$ cat src/rtl/tpts_pkg.sv
// Shared types, codes and sizes for the task scheduler.
// No dependencies; imported by the top level and tpts_order.
`timescale 1ns / 1ps
`default_nettype none

package tpts_pkg;

  localparam int MAX_TASKS   = 32;
  localparam int WQ_AW       = 5;   // waiting queue index
  localparam int TID_W       = 6;   // task id, 1..MAX_TASKS
  localparam int MAX_THREADS = 8;
  localparam int THR_W       = 3;
  localparam int RQ_CW       = 4;   // running / free counts, 0..MAX_THREADS
  localparam int WQ_CW       = 6;   // waiting count, 0..MAX_TASKS

  localparam logic [4:0] MAX_ADD = 5'd16;

  localparam logic [1:0] OP_ADD   = 2'd0;
  localparam logic [1:0] OP_RUN   = 2'd1;
  localparam logic [1:0] OP_QTASK = 2'd2;
  localparam logic [1:0] OP_QTHR  = 2'd3;

  localparam logic [3:0] ST_CREATED  = 4'd0;
  localparam logic [3:0] ST_FULL     = 4'd1;
  localparam logic [3:0] ST_RUN_DONE = 4'd2;
  localparam logic [3:0] ST_RUNNING  = 4'd3;
  localparam logic [3:0] ST_WAITING  = 4'd4;
  localparam logic [3:0] ST_FINISHED = 4'd5;
  localparam logic [3:0] ST_NOTFOUND = 4'd6;
  localparam logic [3:0] ST_BUSY     = 4'd7;
  localparam logic [3:0] ST_IDLE     = 4'd8;

  typedef struct packed {
    logic [TID_W-1:0] id;
    logic [7:0]       prio;
    logic [15:0]      exec;
  } task_key_t;

  typedef struct packed {
    task_key_t        key;
    logic [15:0]      rem;
    logic [THR_W-1:0] thr;
  } run_rec_t;

  typedef struct packed {
    logic [TID_W-1:0] id;
    logic [15:0]      exec;
  } fin_rec_t;

endpackage

`default_nettype wire

$ cat src/rtl/tpts_order.sv
// Queue ordering compare: priority descending, exec time ascending, id ascending.
// Depends on tpts_pkg.
`timescale 1ns / 1ps
`default_nettype none

module tpts_order
  import tpts_pkg::*;
(
  input  task_key_t a_key,
  input  task_key_t b_key,
  output logic      a_first
);

  always_comb begin
    if (a_key.prio != b_key.prio) begin
      a_first = a_key.prio > b_key.prio;
    end else if (a_key.exec != b_key.exec) begin
      a_first = a_key.exec < b_key.exec;
    end else begin
      a_first = a_key.id < b_key.id;
    end
  end

endmodule

`default_nettype wire
$ cat config.mk
export PLATFORM = sky130hd
export DESIGN_NAME = tpts_order
export DESIGN_NICKNAME = d
export VERILOG_FILES = /design/src/rtl/tpts_pkg.sv /design/src/rtl/tpts_order.sv
export SDC_FILE = /design/constraint.sdc
export NUM_CORES = 1
export LEC_CHECK = 0
export ABC_AREA = 1
export CORE_MARGIN = 2
export CORE_UTILIZATION = 40
export DETAILED_ROUTE_END_ITERATION = 10
export DONT_BUFFER_PORTS = 1
export SETUP_SLACK_MARGIN = 0.02
export SYNTH_ARGS = -nofsm -noshare
export SYNTH_HDL_FRONTEND = slang
export SYNTH_SLANG_ARGS = --single-unit
$ cat constraint.sdc
create_clock -name vclk -period 1.05
set_input_delay 0.0525 -clock vclk [all_inputs]
set_output_delay 0.0525 -clock vclk [all_outputs]
set_load 0.05 [all_outputs]
==> impl_metrics.toml, run 1 <==
[status]
status = "complete, but fails checks"
violations = "setup timing"

[setup_path]
crit_chain = "inv_2 > ha_4 > nand2_1 > nor2_1 > nand2_2 > inv_2 > nand2_2 > nor2_2 > nor2_2 > a21oi_4 > buf_12"
slowest_stage = "ha_4"
cp_max_fo = 2
endpoint = "a_first"
arrival_ps = 1130
cp-start-kind = "input pin"
crit_type = "input pin to output port"
cp.required_ps = 1000
crit_start = "b_key[9]"
critPathCaptureType = "output port"
slowest_delay_ps = 250

[layout]
antenna_cells = 0
fin_area_um2 = 1256
syn2layout_area_growth_pct = 50.30
nNetsFinal = 240
flops_and_latches = 0
seqCellArea_um2 = 0
clock_buffers = 0
fin_cells = 176
layout-drive-gt1-share = 0.3960
fillCellCount = 198

[grt]
grt_pass1_wl_mm = 2.704
grtUsageTotal = 0.1288
grt_pass1_vias = 748
overflow = 0
grt_max_degree = 4
antenna_found_initial = 0

[route]
drc = 0
met1_length_um = 584
postRouteWirelength_mm = 1.601
vias = 822
top_layer_used = "met3"
drt_iter0_markers = 2
ant_nets = 0
vias_per_cell = 4.670
drtPass1Iterations = 3
wl_met3_um = 128
wl_met2_um = 888
routedWlPerCell_um = 9.097

[timing]
hold_viol_final = 0
final.setup.worst_slack_ps = -128.9
fmax_mhz = 848.2
final-max-slew-violation-count = 0
worst_slew_pin_slew_ps = 160.5
slew_headroom = 0.8922
finalSetupTns_ps = -128.9
rsz0062_at_grt = "yes"
period_needed_ps = 1179
post-route-period-util = 1.123
finalSetupViolations = 1

[place]
io_buffer_count = 0
place.gp.congestion = 0.7149
dp_hpwl_mm = 1.540
placed_cells = 175
place_area_um2 = 1145
dpl_worst_slack_ps = -141.7

[floorplan]
core_um2 = 1962
start_util = 0.4260
io-pin-count = 61
fp.dieArea_um2 = 2471
die_w_um = 49.71
die_y_um = 49.71
rows = 16

[logic_synthesis]
syn_area_um2 = 835.8
yosysMostFrequentCell = "inv_1"
synth_top_area_frac = 0.4341
synth_cell_type_count = 13
postSynthCellCount = 146
ys_top_cells_by_count = "inv_1 (44), nand2_1 (40), ha_1 (29)"
synth.avg_cell_area_um2 = 5.725
synth_top_area_cell = "ha_1"
syn-num-nets = 235
yosysWarnings = 0
ys_seq_area_frac = 0
netlist_top_cells_area = "ha_1 (43%), inv_1 (20%), nand2_1 (18%)"

[pwr]
p_leak_nw = 0.6427
p_per_area_nw_per_um2 = 368.2
power.total_w = 0.0004625
irDropWorstVdd_mv = 0.2494

[min_path]
hold_path.class = "input pin to output port"

[run]
maxCapViolCount = 0
layer usage:
metal | vias to the layer above | GRT usage
met5 | - | 0
met4 | 0 | 0
met3 | 0 | 0.01818
met2 | 33 | 0.2711
met1 | 344 | 0.1392
li1 | 445 | -
through the flow:
| step | util | hold WS [ps] |
|---|---|---|
| floorplan | - | 601.1 |
| finish | 0.6403 | 651.6 |
| global placement | 0.5835 | 654.4 |
| global route | 0.6403 | 684.5 |
| detailed placement | 0.5835 | 665.1 |
| CTS | 0.5848 | 665.4 |
worst min-delay path by stage:
stage / start / endpoint / cells past startpoint
3_3_place_gp: a_key[23] / a_first / 6
4_1_cts: a_key[23] / a_first / 6
6_report: a_key[23] / a_first / 6
2_1_floorplan: a_key[7] / a_first / 7
5_1_grt: a_key[23] / a_first / 6
3_5_place_dp: a_key[23] / a_first / 6
critical path, delay by kind of cell:
family	cells	cell delay (ps)
buffers and inverters	3	230
AO/OA/AOI/OAI	1	160
adder cells (fa/ha/maj)	1	250
AND/OR/NAND/NOR	6	430
power breakdown:
| part | switching [W] | total (W) | internal [W] |
|---|---|---|---|
| Clock | 0 | 0 | 0 |
| Sequential | 0 | 0 | 0 |
| Combinational | 0.000228 | 0.000463 | 0.000235 |
| Total | 0.000228 | 0.000463 | 0.000235 |
what timing repair did:
item,CTS,global route
setup buffers,0,1
pin swaps,1,15
hold buffers,0,0
endpoints found under the setup margin,1,1
gates resized for setup,1,24
placed cells by master (no fill, tap or decap), drive strengths merged:
cell / n
nand3: 1
a21oi: 10
ha: 29
inv: 45
a21o: 2
buf: 3
nand2: 41
nor2: 15
nor3: 1
o21ai: 2
final cells by class:
cell class                 instances  area [um^2]  share of cell area
inverter                          45        206.4              0.1643
timing repair buffer               3        35.03             0.02789
multi-input combinational        101        980.9              0.7809
tap                               27        33.78             0.02689
cell families (layout without fill, tap and decap cells):
logic type | Yosys count | after routing | share of synthesized area
adders and majority gates | 29 | 29 | 0.4341
buffers and inverters | 45 | 48 | 0.2021
and+or+nand+nor | 58 | 58 | 0.2695
AOI/OAI and AO/OA | 14 | 14 | 0.09430
No activity file was read; power rests on OpenSTA's default activity.
==> run 2: changes to the inputs <==
--- a/config.mk
+++ b/config.mk
@@ -7,7 +7,7 @@
 export LEC_CHECK = 0
 export ABC_AREA = 1
 export CORE_MARGIN = 2
-export CORE_UTILIZATION = 40
+export CORE_UTILIZATION = 45
 export DETAILED_ROUTE_END_ITERATION = 10
 export DONT_BUFFER_PORTS = 1
 export SETUP_SLACK_MARGIN = 0.02
==> constraint.sdc (replaced) <==
create_clock -name vclk -period 1.29
set_input_delay 0.0645 -clock vclk [all_inputs]
set_output_delay 0.0645 -clock vclk [all_outputs]
set_load 0.05 [all_outputs]
==> impl_metrics.toml, run 2 (synthesis results as in run 1) <==
[status]
status = "finished, final reports clean"

[timing]
finalSetupViolations = 0
finalSetupTns_ps = 0
slew_headroom = 0.8907
worst_slew_pin_slew_ps = 162.8
post-route-period-util = 0.9623
hold_slack_ps = 687.6
period_needed_ps = 1241
final-max-slew-violation-count = 0
fmax_mhz = 805.5
hold_viol_final = 0

[setup_path]
critPathCaptureType = "output port"
arrival_ps = 1180
cp-start-kind = "input pin"
slowest_stage = "ha_4"
slowest_delay_ps = 270
path_delay_family = "simple AND/OR/NAND/NOR gates"
cp.required_ps = 1230
timing.critical_path.buf_inv = 3
crit_chain = "inv_4 > ha_4 > nand2_4 > nor2_4 > nand2_2 > inv_2 > nand2_1 > nor2_1 > nor2_2 > a21oi_4 > buf_12"
crit_type = "input pin to output port"
cp_max_fo = 2

[layout]
mostFrequentLayoutCell = "inv_1"
flops_and_latches = 0
mostFrequentLayoutCells = "inv_1 (33), nand2_1 (29), ha_4 (20)"
layout-drive-gt1-share = 0.3784
syn2layout_area_growth_pct = 50.30
fillCellCount = 144
seqCellArea_um2 = 0
clock_buffers = 0
antenna_cells = 0
nNetsFinal = 239

[route]
postRouteWirelength_mm = 1.953
drtPass1Iterations = 4
drc = 0
drt_iter0_markers = 4
vias_per_cell = 4.983
wl_met3_um = 100
met1_length_um = 757
vias = 862
routedWlPerCell_um = 11.29
top_layer_used = "met4"
wl_met2_mm = 1.021
ant_nets = 0

[floorplan]
die_y_um = 47.10
rows = 15
core_um2 = 1745
io-pin-count = 61
fp.dieArea_um2 = 2218
start_util = 0.4789
die_w_um = 47.10

[grt]
grtUsageTotal = 0.1074
grt_pass1_wl_mm = 1.890
grt_max_degree = 3
antenna_found_initial = 0
overflow = 0
grt_pass1_vias = 596

[place]
io_buffer_count = 0
place.gp.congestion = 0.6294
dp_hpwl_mm = 1.340

[pwr]
irDropWorstVdd_mv = 0.1818
p_per_area_nw_per_um2 = 339.0
p_leak_nw = 0.6555

[min_path]
hold_path.class = "input pin to output port"

[run]
maxCapViolCount = 0
run 2: cell types whose count changed in the layout (fill, tap and decap cells not counted), moves of 2 or more:
cell / before / now
inv_4: 5 / 3
inv_2: 11 / 9
a21oi_1: 8 / 6
inv_1: 26 / 33
a21oi_2: 1 / 3
nand2_4: 3 / 6
nand2_1: 31 / 29
run 2: layer usage:
| metal | global-route usage | vias to the layer above |
|---|---|---|
| met5 | 0 | - |
| met4 | 0 | 0 |
| met3 | 0.003846 | 8 |
| met2 | 0.2384 | 43 |
| met1 | 0.1136 | 363 |
| li1 | - | 448 |
run 2: cell type report:
cell class	instances	area, um^2	share of cell area
Timing Repair Buffer	2	27.53	0.02191
Inverter	45	176.4	0.1404
Multi-Input combinational cell	101	1021	0.8128
Tap cell	25	31.28	0.02490
run 2: timing repair:
item | in CTS | in global routing
buffers inserted | 0 | 0
cloned | 0 | 0
gates resized for setup | 6 | 57
setup endpoints to repair | 1 | 1
pin swaps | 8 | 33
hold buffers | 0 | 0
run 2: tightest hold or removal path, cell delays in order:
cell and delay (ps):
ha_1 120, nor3_1 50, nand2_1 70, nor2_2 50
a21oi_4 130, buf_12 140
run 2: per-stage QoR:
stage / cell area [um^2] / utilization / setup slack, ps / power (W) / instances
after floorplan: 843.3 / - / 31.70 / 0.0002020 / 146
after global placement: 902.1 / 0.5168 / 14.10 / 0.0002514 / 173
after detailed placement: 902.1 / 0.5168 / -1.576 / 0.0002614 / 173
after CTS: 933.4 / 0.5348 / 29.04 / 0.0002748 / 173
after global routing: 1256 / 0.7197 / -24.33 / 0.0004820 / 173
final: 1256 / 0.7197 / 48.58 / 0.0004258 / 173
run 2: path summary, 6_finish.rpt:
kind,depth (start not counted),endpoint,start
worst min-delay path,6,a_first,a_key[23]
worst max-delay path,11,a_first,b_key[15]
run 2: where the power goes:
part           total (W)  internal [W]  switching, W  leakage [nW]
sequential             0             0             0             0
combinational   0.000426      0.000214      0.000212         0.656
clock                  0             0             0             0
